==> config.mk <==
export PLATFORM = sky130hd
export DESIGN_NAME = vector_similarity_engine
export DESIGN_NICKNAME = d
export VERILOG_FILES = /design/src/rtl/core/vse_pkg.sv /design/src/rtl/core/vse_sqrt.sv /design/src/rtl/core/vse_div.sv /design/src/rtl/core/vector_similarity_engine.sv
export SDC_FILE = /design/constraint.sdc
export NUM_CORES = 2
export LEC_CHECK = 0
export BUFFER_PORTS_ARGS = -buffer_cell sky130_fd_sc_hd__buf_2
export CAP_MARGIN = 20
export CORE_UTILIZATION = 41
export CTS_CLUSTER_DIAMETER = 40
export DETAILED_ROUTE_END_ITERATION = 8
export SLEW_MARGIN = 20
export SYNTH_ARGS = -nofsm -noshare
export SYNTH_HDL_FRONTEND = slang
export SYNTH_SLANG_ARGS = --single-unit
==> constraint.sdc <==
create_clock -name clk -period 16.55 [get_ports clk]
set_input_delay 0.8275 -clock clk [delete_from_list [all_inputs] [get_ports clk]]
set_output_delay 0.8275 -clock clk [all_outputs]
set_load 0.01 [all_outputs]
==> src/rtl/core/vse_pkg.sv <==
`timescale 1ns / 1ps
// ----------------------------------------------------------------------------
// vse_pkg
// Shared types and constants for the vector similarity engine.
// ----------------------------------------------------------------------------
package vse_pkg;

	localparam int unsigned MAX_DIM_DEF    = 4096;
	localparam int unsigned ELEM_WIDTH_DEF = 16;
	localparam int unsigned ACC_W          = 48;
	localparam int unsigned ABS_W          = 32;
	localparam int unsigned CNT_W          = 17;
	localparam int unsigned ROOT_W         = 24;

	typedef enum logic [1:0] {
		MODE_DOT    = 2'd0,
		MODE_COSINE = 2'd1,
		MODE_EUCLID = 2'd2,
		MODE_MANH   = 2'd3
	} mode_t;

	// one-hot sequencer states
	typedef enum logic [7:0] {
		ST_IDLE  = 8'b0000_0001,
		ST_MUL   = 8'b0000_0010,
		ST_ACC   = 8'b0000_0100,
		ST_SQRT  = 8'b0000_1000,
		ST_DMUL  = 8'b0001_0000,
		ST_DIV   = 8'b0010_0000,
		ST_FIN   = 8'b0100_0000,
		ST_OUT   = 8'b1000_0000
	} state_t;

endpackage

==> src/rtl/core/vse_sqrt.sv <==
`timescale 1ns / 1ps
// ----------------------------------------------------------------------------
// vse_sqrt
// Bit-serial floor square root of a 48-bit value, one result bit per cycle.
// ----------------------------------------------------------------------------
module vse_sqrt (
	input  logic                         clk,
	input  logic                         arst_n,
	input  logic                         start,
	input  logic [vse_pkg::ACC_W-1:0]    radicand,
	output logic                         busy,
	output logic [vse_pkg::ROOT_W-1:0]   root
);
	import vse_pkg::*;

	localparam int unsigned STEP_W = $clog2(ROOT_W + 1);

	logic [ACC_W-1:0]  rem_q;
	logic [ACC_W-1:0]  x_q;
	logic [ROOT_W-1:0] root_q;
	logic [STEP_W-1:0] step_q;
	logic              busy_q;
	logic [ACC_W+1:0]  trial;
	logic [ACC_W+1:0]  rem_sh;

	// restoring method: bring down two bits, try (root<<2)|1
	always_comb begin
		rem_sh = {rem_q, x_q[ACC_W-1 -: 2]};
		trial  = rem_sh - {{(ACC_W-ROOT_W){1'b0}}, root_q, 2'b01};
	end

	always_ff @(posedge clk or negedge arst_n) begin
		if (!arst_n) begin
			busy_q <= 1'b0;
			step_q <= '0;
		end else if (start) begin
			busy_q <= 1'b1;
			step_q <= STEP_W'(ROOT_W);
		end else if (busy_q) begin
			step_q <= step_q - 1'b1;
			if (step_q == STEP_W'(1))
				busy_q <= 1'b0;
		end
	end

	always_ff @(posedge clk) begin
		if (start) begin
			rem_q  <= '0;
			x_q    <= radicand;
			root_q <= '0;
		end else if (busy_q) begin
			x_q <= {x_q[ACC_W-3:0], 2'b00};
			if (!trial[ACC_W+1]) begin
				rem_q  <= trial[ACC_W-1:0];
				root_q <= {root_q[ROOT_W-2:0], 1'b1};
			end else begin
				rem_q  <= rem_sh[ACC_W-1:0];
				root_q <= {root_q[ROOT_W-2:0], 1'b0};
			end
		end
	end

	assign busy = busy_q;
	assign root = root_q;

	a_no_restart: assert property (@(posedge clk) disable iff (!arst_n)
		!(start && busy_q)) else $error("sqrt started while busy");
	a_step_range: assert property (@(posedge clk) disable iff (!arst_n)
		step_q <= STEP_W'(ROOT_W));
	a_busy_step: assert property (@(posedge clk) disable iff (!arst_n)
		busy_q |-> (step_q != '0));

endmodule

==> src/rtl/core/vse_div.sv <==
`timescale 1ns / 1ps
// ----------------------------------------------------------------------------
// vse_div
// Restoring divider, unsigned 64 / 48, one quotient bit per cycle.
// ----------------------------------------------------------------------------
module vse_div (
	input  logic                      clk,
	input  logic                      arst_n,
	input  logic                      start,
	input  logic [63:0]               dividend,
	input  logic [vse_pkg::ACC_W-1:0] divisor,
	output logic                      busy,
	output logic [63:0]               quotient
);
	import vse_pkg::*;

	logic [63:0]      q_q;
	logic [ACC_W:0]   rem_q;
	logic [ACC_W-1:0] d_q;
	logic [6:0]       step_q;
	logic             busy_q;
	logic [ACC_W:0]   rem_sh;
	logic [ACC_W+1:0] diff;

	always_comb begin
		rem_sh = {rem_q[ACC_W-1:0], q_q[63]};
		diff   = {1'b0, rem_sh} - {2'b00, d_q};
	end

	always_ff @(posedge clk or negedge arst_n) begin
		if (!arst_n) begin
			busy_q <= 1'b0;
			step_q <= '0;
		end else if (start) begin
			busy_q <= 1'b1;
			step_q <= 7'd64;
		end else if (busy_q) begin
			step_q <= step_q - 1'b1;
			if (step_q == 7'd1)
				busy_q <= 1'b0;
		end
	end

	always_ff @(posedge clk) begin
		if (start) begin
			q_q   <= dividend;
			rem_q <= '0;
			d_q   <= divisor;
		end else if (busy_q) begin
			if (!diff[ACC_W+1]) begin
				rem_q <= diff[ACC_W:0];
				q_q   <= {q_q[62:0], 1'b1};
			end else begin
				rem_q <= rem_sh;
				q_q   <= {q_q[62:0], 1'b0};
			end
		end
	end

	assign busy     = busy_q;
	assign quotient = q_q;

	a_no_restart: assert property (@(posedge clk) disable iff (!arst_n)
		!(start && busy_q)) else $error("divider started while busy");
	a_step_range: assert property (@(posedge clk) disable iff (!arst_n)
		step_q <= 7'd64);
	a_busy_step: assert property (@(posedge clk) disable iff (!arst_n)
		busy_q |-> (step_q != '0));

endmodule

==> src/rtl/core/vector_similarity_engine.sv <==
`timescale 1ns / 1ps
// ----------------------------------------------------------------------------
// vector_similarity_engine
// Streaming dot / cosine / euclidean / manhattan metric over element pairs.
// ----------------------------------------------------------------------------
// One element pair is taken per beat; one shared 32x32 multiplier forms the
// four products a*b, a*a, b*b and (a-b)^2 in turn. On a final pair the metric
// is formed: dot and manhattan take their accumulated sum as the result,
// euclidean adds a bit-serial square root, and cosine adds two square roots,
// a product of the roots and a divider. The input is not ready while an item
// is in work; the result waits in an output register until taken. Pairs
// beyond MAX_DIM are dropped and flagged on the result's overflow bit.
module vector_similarity_engine #(
	parameter int unsigned MAX_DIM    = vse_pkg::MAX_DIM_DEF
) (
	input  logic                         clk,
	input  logic                         arst_n,
	input  logic                         cfg_valid,
	output logic                         cfg_ready,
	input  logic [1:0]                   cfg_data,
	input  logic                         in_valid,
	output logic                         in_ready,
	input  logic signed [15:0]           elem_a,
	input  logic signed [15:0]           elem_b,
	input  logic                         last,
	output logic                         out_valid,
	input  logic                         out_ready,
	output logic signed [47:0]           result,
	output logic                         overflow
);
	import vse_pkg::*;

	localparam int unsigned EW  = ELEM_WIDTH_DEF;
	localparam int unsigned MW  = 32;

	state_t            state_q;
	mode_t             mode_q;
	logic [ACC_W-1:0]  dot_q, na_q, nb_q, dsq_q;
	logic [ABS_W-1:0]  abs_q;
	logic [CNT_W-1:0]  cnt_q;
	logic              ovf_q;
	logic              last_q;
	logic signed [16:0] a_q, b_q, d_q;
	logic [1:0]        op_q;
	logic [ROOT_W-1:0] ra_q;
	logic              sq_phase_q;
	logic [47:0]       res_q;
	logic              ovfo_q;
	logic              outv_q;

	logic signed [MW-1:0] mul_x, mul_y;
	logic [2*MW-1:0]      mul_p;
	logic [16:0]          ad;
	logic                 sq_start, sq_busy;
	logic                 dv_start, dv_busy;
	logic [ACC_W-1:0]     sq_in;
	logic [ROOT_W-1:0]    sq_root;
	logic [63:0]          dv_q;
	logic                 dot_neg;
	logic [ACC_W-1:0]     dot_mag;

	assign dot_neg = dot_q[ACC_W-1];
	assign dot_mag = dot_neg ? (~dot_q + 1'b1) : dot_q;
	assign ad      = d_q[16] ? 17'(-d_q) : 17'(d_q);

	// shared multiplier operand select
	always_comb begin
		case (op_q)
			2'd0:    begin mul_x = MW'(a_q); mul_y = MW'(b_q); end
			2'd1:    begin mul_x = MW'(a_q); mul_y = MW'(a_q); end
			2'd2:    begin mul_x = MW'(b_q); mul_y = MW'(b_q); end
			default: begin mul_x = MW'(d_q); mul_y = MW'(d_q); end
		endcase
		if (state_q == ST_DMUL) begin
			mul_x = MW'(ra_q);
			mul_y = MW'(sq_root);
		end
	end
	assign mul_p = (2*MW)'(mul_x) * (2*MW)'(mul_y);

	assign in_ready  = (state_q == ST_IDLE) && !outv_q;
	assign cfg_ready = (state_q == ST_IDLE) && !outv_q;

	// first root (norm a) starts from ACC, second (norm b) from SQRT
	assign sq_in = (mode_q == MODE_EUCLID) ? dsq_q :
		((state_q == ST_SQRT) ? nb_q : na_q);

	always_ff @(posedge clk or negedge arst_n) begin
		if (!arst_n) begin
			state_q    <= ST_IDLE;
			mode_q     <= MODE_DOT;
			dot_q      <= '0;
			na_q       <= '0;
			nb_q       <= '0;
			dsq_q      <= '0;
			abs_q      <= '0;
			cnt_q      <= '0;
			ovf_q      <= 1'b0;
			outv_q     <= 1'b0;
			op_q       <= '0;
			sq_phase_q <= 1'b0;
			ra_q       <= '0;
			res_q      <= '0;
			ovfo_q     <= 1'b0;
		end else begin
			if (cfg_valid && cfg_ready)
				mode_q <= mode_t'(cfg_data);
			if (out_valid && out_ready)
				outv_q <= 1'b0;
			case (state_q)
				ST_IDLE: begin
					if (in_valid && in_ready) begin
						if (cnt_q >= CNT_W'(MAX_DIM)) begin
							ovf_q   <= 1'b1;
							state_q <= last ? ST_ACC : ST_IDLE;
							op_q    <= 2'd3;
						end else begin
							cnt_q   <= cnt_q + 1'b1;
							op_q    <= 2'd0;
							state_q <= ST_MUL;
						end
					end
				end
				ST_MUL: begin
					case (op_q)
						2'd0: begin
							dot_q <= dot_q + mul_p[ACC_W-1:0];
							abs_q <= abs_q + ABS_W'(ad);
						end
						2'd1:    na_q  <= na_q + mul_p[ACC_W-1:0];
						2'd2:    nb_q  <= nb_q + mul_p[ACC_W-1:0];
						default: dsq_q <= dsq_q + mul_p[ACC_W-1:0];
					endcase
					op_q <= op_q + 1'b1;
					if (op_q == 2'd3)
						state_q <= ST_ACC;
				end
				ST_ACC: begin
					if (!last_q) begin
						state_q <= ST_IDLE;
					end else begin
						case (mode_q)
							MODE_DOT: begin
								res_q   <= dot_q;
								state_q <= ST_OUT;
							end
							MODE_MANH: begin
								res_q   <= 48'(abs_q);
								state_q <= ST_OUT;
							end
							default: begin
								sq_phase_q <= 1'b0;
								state_q    <= ST_SQRT;
							end
						endcase
					end
				end
				ST_SQRT: begin
					if (!sq_busy) begin
						if (mode_q == MODE_EUCLID) begin
							res_q   <= 48'(sq_root);
							state_q <= ST_OUT;
						end else if (!sq_phase_q) begin
							ra_q       <= sq_root;
							sq_phase_q <= 1'b1;
						end else begin
							state_q <= ST_DMUL;
						end
					end
				end
				ST_DMUL: begin
					if (ra_q == '0 || sq_root == '0) begin
						res_q   <= '0;
						state_q <= ST_OUT;
					end else begin
						state_q <= ST_DIV;
					end
				end
				ST_DIV: begin
					if (!dv_busy)
						state_q <= ST_FIN;
				end
				ST_FIN: begin
					if (dot_neg)
						res_q <= (dv_q > 64'd32768) ? -48'sd32768 : 48'(-$signed(dv_q));
					else
						res_q <= (dv_q > 64'd32767) ? 48'sd32767 : 48'(dv_q);
					state_q <= ST_OUT;
				end
				ST_OUT: begin
					outv_q  <= 1'b1;
					ovfo_q  <= ovf_q;
					dot_q   <= '0;
					na_q    <= '0;
					nb_q    <= '0;
					dsq_q   <= '0;
					abs_q   <= '0;
					cnt_q   <= '0;
					ovf_q   <= 1'b0;
					state_q <= ST_IDLE;
				end
				default: state_q <= ST_IDLE;
			endcase
		end
	end

	// payload registers
	always_ff @(posedge clk) begin
		if (state_q == ST_IDLE && in_valid && in_ready) begin
			a_q    <= 17'($signed(EW'(elem_a)));
			b_q    <= 17'($signed(EW'(elem_b)));
			d_q    <= 17'($signed(EW'(elem_a))) - 17'($signed(EW'(elem_b)));
			last_q <= last;
		end
	end

	always_comb begin
		sq_start = 1'b0;
		if (state_q == ST_ACC && last_q &&
		    (mode_q == MODE_COSINE || mode_q == MODE_EUCLID))
			sq_start = 1'b1;
		if (state_q == ST_SQRT && !sq_busy && !sq_phase_q &&
		    mode_q == MODE_COSINE)
			sq_start = 1'b1;
	end

	vse_sqrt u_sqrt (
		.clk(clk), .arst_n(arst_n), .start(sq_start),
		.radicand(sq_in), .busy(sq_busy), .root(sq_root)
	);

	assign dv_start = (state_q == ST_DMUL) && (ra_q != '0) && (sq_root != '0);

	vse_div u_div (
		.clk(clk), .arst_n(arst_n), .start(dv_start),
		.dividend({1'b0, dot_mag, 15'd0}), .divisor(mul_p[ACC_W-1:0]),
		.busy(dv_busy), .quotient(dv_q)
	);

	assign out_valid = outv_q;
	assign result    = res_q;
	assign overflow  = ovfo_q;

	a_ready_idle: assert property (@(posedge clk) disable iff (!arst_n)
		in_ready |-> (state_q == ST_IDLE)) else $error("input ready outside idle");
	a_ready_pending: assert property (@(posedge clk) disable iff (!arst_n)
		outv_q |-> !in_ready) else $error("input ready while result pending");
	a_cnt_range: assert property (@(posedge clk) disable iff (!arst_n)
		cnt_q <= CNT_W'(MAX_DIM)) else $error("pair count beyond MAX_DIM");
	a_state_onehot: assert property (@(posedge clk) disable iff (!arst_n)
		$onehot(state_q));

endmodule
* After elaboration in Yosys (flattened, before gate mapping)
Index checks and enable logic that the tools add are counted.
** Storage, ports and cells
- Output and inout bits :: 52
- Flip-flop bits (word level) :: 673
** Cells by class
- Equal/unequal tests :: 33
- Magnitude comparators :: 3
- Bitwise gates (word level) :: 4
- Multiply operators :: 1
- Mux-type cells :: 75
- $add $sub $neg :: 15
- Reduce and logical (&&, ||, !) cells :: 47
** Operators with widths (number)
- two-way mux 48 bit :: 18
- one-hot mux 48 bit (2 select lines) :: 5
- adder 48 bit :: 4
- one-hot mux 32 bit (2 select lines) :: 3
- one-hot mux 48 bit (4 select lines) :: 1
- two-way mux 63 bit :: 2
- two-way mux 32 bit :: 3
- two-way mux 8 bit :: 9
- > comparator 64 x 15 -> 1 bit, second input constant :: 1
- > comparator 64 x 16 -> 1 bit, second input constant :: 1
- one-hot mux 8 bit (7 select lines) :: 1
- two-way mux 17 bit :: 3
- subtractor 49 x 48 -> 50 bit :: 1
- subtractor 50 x 26 -> 50 bit :: 1
- adder 48 x 1 -> 48 bit, second input constant :: 1
- logical NOT 24 bit :: 2
- multiplier 32 x 32 -> 48 bit :: 1
- negation 48 bit :: 1
- NOT 48 bit :: 1
- nonzero test 24 bit :: 2
- one-hot mux 17 bit (2 select lines) :: 1
- adder 32 x 17 -> 32 bit :: 1
- inequality test 2 bit, second input constant :: 12
- two-way mux 1 bit :: 18
- 42 further kinds :: 85

* Depth between registers and ports, before layout
- Word-level depth :: 8
- Gate-level depth with buffers :: 53
- Gate-level depth less buffers :: 49

* By module
A second synthesis with hierarchy kept.
** Second synthesis, totals
- Cells, all modules :: 7948
- Area, all modules :: 71309.6 um2
** Modules (own cells, without submodules)
- vector_similarity_engine :: cells each 6311, sequential area each 9735.6 um2, area an instance 54830.1 um2, instances 1
- vse_div :: cells each 903, sequential area each 4524.3 um2, area an instance 9554.2 um2, instances 1
- vse_sqrt :: cells each 734, sequential area each 3032.9 um2, area an instance 6925.4 um2, instances 1

* Worst setup path before layout
OpenSTA, ideal clock, no wires.
- Kind :: reg2reg
- Start point :: register op_q[1]
- End point :: register na_q[46]
- Library setup time :: 0.134 ns
- Clock period less this slack :: 11.331 ns
- Slack :: 5.219 ns
- Data arrival time :: 11.197 ns
- Cell stages (with the launch flop) :: 44
- Path through :: dfrtp_1 -> clkinv_1 -> clkbuf_1 -> ha_1 -> or2_2 -> clkbuf_1 -> a221o_1 -> and3_1 -> clkbuf_1 -> a21oi_1 -> clkbuf_1 -> nor2_1 -> fa_1 -> fa_1 -> inv_1 -> fa_1 -> fa_1 -> fa_1 -> [8 not listed] -> nor2b_1 -> a211oi_1 -> o31ai_1 -> a31oi_1 -> o21bai_1 -> a21oi_1 -> xnor2_1 -> ha_1 -> a21oi_1 -> o21ai_0 -> a21oi_1 -> o31ai_1 -> a41o_1 -> and4_1 -> a2111oi_0 -> a21oi_1 -> xnor2_1 -> o21ai_0
** On the way
- Longest elaborated chain between the ends :: 8
- Elaborated cells on any way between the ends :: 15
** RTL lines
- from (decl) :: RTL line vector_similarity_engine.sv:44 : logic [1:0] op_q;
- from (signal assigned) :: RTL line vector_similarity_engine.sv:134 : op_q <= op_q + 1'b1;
- equality test 2 x 1 -> 1 bit, or another cell as far along :: RTL line vector_similarity_engine.sv:68 : case (op_q)
- OR reduction 2 bit (no line)
- one-hot mux 32 bit (2 select lines) :: RTL line vector_similarity_engine.sv:68
- two-way mux 32 bit :: RTL line vector_similarity_engine.sv:74 : if (state_q == ST_DMUL) begin
- multiplier 32 x 32 -> 48 bit (*) :: RTL line vector_similarity_engine.sv:79 : assign mul_p = (2*MW)'(mul_x) * (2*MW)'(mul_y);
- named net mul_p[39] :: RTL line vector_similarity_engine.sv:52 : logic [2*MW-1:0] mul_p;
- adder 48 bit (*) :: RTL line vector_similarity_engine.sv:130 : 2'd1: na_q <= na_q + mul_p[ACC_W-1:0];
- two-way mux 48 bit (*) :: RTL line vector_similarity_engine.sv:125 : case (op_q)
- one-hot mux 48 bit (2 select lines) (*) :: RTL line vector_similarity_engine.sv:110 : case (state_q)
- to (signal assigned) :: RTL line vector_similarity_engine.sv:130
- to (decl) :: RTL line vector_similarity_engine.sv:38 : logic [ACC_W-1:0] dot_q, na_q, nb_q, dsq_q;
The timed path passes the listed nets; every way through them passes the cells marked *. The select of a mux whose other input is x is not followed.
A chain may end at the register's enable or synchronous reset.

* Final worst setup path
- Start point :: register state_q[7]
- End point :: register nb_q[45]
** On the way
- Longest elaborated chain between the ends :: 6
- Elaborated cells on any way between the ends :: 12
** RTL lines
- from (decl) :: RTL line vector_similarity_engine.sv:36 : state_t state_q;
- from (signal assigned) :: RTL line vector_similarity_engine.sv:115 : state_q <= last ? ST_ACC : ST_IDLE;
- equality test 8 x 5 -> 1 bit (*) :: RTL line vector_similarity_engine.sv:74
- two-way mux 32 bit :: RTL line vector_similarity_engine.sv:74
- multiplier 32 x 32 -> 48 bit (*) :: RTL line vector_similarity_engine.sv:79
- named net mul_p[15] :: RTL line vector_similarity_engine.sv:52
- adder 48 bit (*) :: RTL line vector_similarity_engine.sv:131 : 2'd2: nb_q <= nb_q + mul_p[ACC_W-1:0];
- two-way mux 48 bit (*) :: RTL line vector_similarity_engine.sv:125
- one-hot mux 48 bit (2 select lines) (*) :: RTL line vector_similarity_engine.sv:110
- to (signal assigned) :: RTL line vector_similarity_engine.sv:131
- to (decl) :: RTL line vector_similarity_engine.sv:38
Marks and branches as above.

==> flow_summary.toml <==
[clock_network]
clock_path_buffers = 3
cts_setup_buffers = 0
worstSkewPairLatency_ps = 770
ctsResizeCount = 0
cts_sinks = 673
cts.htree.levels = 4
cts_buffers = 145
cts_tree = "done"
cts-root-buf = "clkbuf_16"
cts.clk_slew.worst_paths_ps = 50
postCtsHoldBufs = 0

[synthesis]
synthFlopType = "dfrtp_1"
muxShareOfSynthArea_pct = 2.08
synth.yosys.seq_area_share_pct = 24.4
synthAdderAreaFrac_pct = 30.4
async_reset_ff_share_pct = 51.0
syn_nets = 9264
ys_ff_latch = 673
synth-edff-count = 194
synth_cells = 7974
syn-cell-area_mm2 = 0.0702
synth_compound_area_share_pct = 15.7
synth_area_per_cell_um2 = 8.81
synth_xor_area_share_pct = 5.29
yosys_warnings = 0
synth_cell_types = 95
synth_top_family_by_area = "adder cells"
synthSimpleGateAreaFrac_pct = 14.8

[min_path]
worstHoldPathType = "in2async"

[routing]
vias = 57800
ant_nets = 0
dr_wl_met3_mm = 14.3
drt-total-wl_mm = 224
highest_layer = "met5"
drt_iter0_drc = 5105
detail_route.first_pass.iterations = 8
wire_per_inst_um = 21.8
vias_per_cell = 5.61
m1WireLength_mm = 98.3
drc = 0
met2_length_mm = 101

[sta]
final-hold-violation-count = 0
rsz0062_at_grt = "no"
finalCritPeriodShare_pct = 84.8
finalMaxSlewViolations = 0
setup_viol = 0
fin_skew_ps = 39.5
tightest_slew_ps = 1220
period_needed_ps = 14030
slew-limit-headroom_pct = 18.0
fmax_ghz = 0.0713
setup_tns_ps = 0
setup_slack_ps = 2520

[critical_path]
worstPathRequired_ps = 17140
slowest_delay_ps = 960
crit_slowest_cell = "a2111oi_0"
path_depth = 42
cp-endpoint = "nb_q[45]"
crit_start = "state_q[7]"
r2r_end = "nb_q[45]"
rrSetupSlack_ps = 2520
start_kind = "flop"
crit_family = "compound AO/OA/AOI/OAI gates"
arrival_ps = 14620
setup.worst_path.end_class = "flop"
reg2reg_from = "state_q[7]"
path_max_fanout = 48
ff2ff_path_depth = 42
crit_top_cell = "fa_1"
critPathKind = "reg2reg"
cp_num_buf_inv = 6

[grt]
grt_start_max_net_pins = 150
antenna_found_initial = 8
overflow = 0
grt_pass1_wl_mm = 344
grtUsageTotal_pct = 25.9
grt_pass1_vias = 57200

[floorplanning]
io_pins = 92
dieArea_mm2 = 0.173
core_mm2 = 0.170
die_h_um = 416
placementRows = 151
start_util_pct = 41.4
fp.dieW_um = 416

[cells_and_area]
area_growth_pct = 11.5
diodes = 0
layout_commonest_cell = "inv_1"
layout.nets = 9252
drive_gt1_share_pct = 7.31
most-common-layout-cells = "990 x inv_1, 781 x nor2_1, 758 x fa_1, 665 x nand2_1, 617 x o21ai_0"

[placed_design]
place_congestion = 1.02
post-dp-hpwl_mm = 177
post-place-ws_ps = 2860
numPortBuffers = 91

[run]
drv_cap = 0

[status]
status = "complete, no violations"
state kept, by name, indices dropped and copies added (netlist names), 24 cells and up:
| register | cells |
|---|---|
| u_div.rem_q | 48 |
| dot_q | 48 |
| dsq_q | 48 |
| u_sqrt.root | 24 |
| u_div.d_q | 48 |
| nb_q | 48 |
| ra_q | 24 |
| abs_q | 32 |
| u_sqrt.rem_q | 48 |
| na_q | 48 |
| u_sqrt.x_q | 48 |
| u_div.quotient | 64 |
| result | 48 |
Yosys cell counts, drive strengths merged, types with 127 or more instances:
library cell / number / share of area, %
xor2: 205 / 2.6
dfxtp: 136 / 3.9
fa: 758 / 22
inv: 991 / 5.3
a21oi: 537 / 3.8
dfrtp: 342 / 12
ha: 492 / 8.8
a21o: 187 / 2.0
mux2i: 127 / 1.8
nand2: 671 / 3.6
o21ai: 651 / 4.6
edfxtp: 194 / 8.3
xnor2: 219 / 2.7
nand3: 321 / 2.3
nor2: 782 / 4.2
clkbuf: 310 / 1.7
logic make-up after synthesis:
| logic type | Yosys count |
|---|---|
| AND/OR/NAND/NOR | 2302 |
| AO/OA/AOI/OAI | 1829 |
| buffers and inverters | 1352 |
| adder cells (fa/ha/maj) | 1250 |
| flip-flops | 673 |
| XOR/XNOR | 424 |
| multiplexers | 144 |
final cells by class:
| class | count | area (um^2) |
|---|---|---|
| Fill cell | 16500 | 91400 |
| Inverter | 993 | 3730 |
| Timing Repair Buffer | 200 | 1300 |
| Multi-Input combinational cell | 5949 | 48200 |
| Clock buffer | 173 | 3920 |
| Sequential cell | 673 | 17100 |
| Tap cell | 2218 | 2780 |
| Clock inverter | 97 | 1190 |
how the worst min path moves through the flow:
stage,start,endpoint,slack [ps],depth (start not counted)
finish,arst_n,u_sqrt.step_q[1],130,1
floorplan,ovf_q,overflow,440,2
global route,arst_n,u_sqrt.step_q[1],140,1
detailed placement,result[16],result[16],460,1
global placement,result[28],result[28],450,2
CTS,arst_n,op_q[1],110,1
metrics by stage:
stage | hold WS [ps] | util, % | instance area [um^2] | instances
floorplan | 439 | - | 70200 | 7974
CTS | 106 | 46.1 | 78300 | 10300
global route | 137 | 46.1 | 78300 | 10300
global placement | 451 | 43.1 | 73100 | 10000
finish | 130 | 46.1 | 78300 | 10300
detailed placement | 461 | 43.1 | 73100 | 10000
per-layer routing:
layer | up-vias | track usage [%]
met3 | 427 | 3.85
met1 | 28600 | 35.7
met4 | 6 | 11.0
met2 | 1935 | 40.5
met5 | - | 0
li1 | 26800 | -
Power is not shown: default switching activity piles up to over one toggle a cycle in this logic, so the estimate is an artifact.
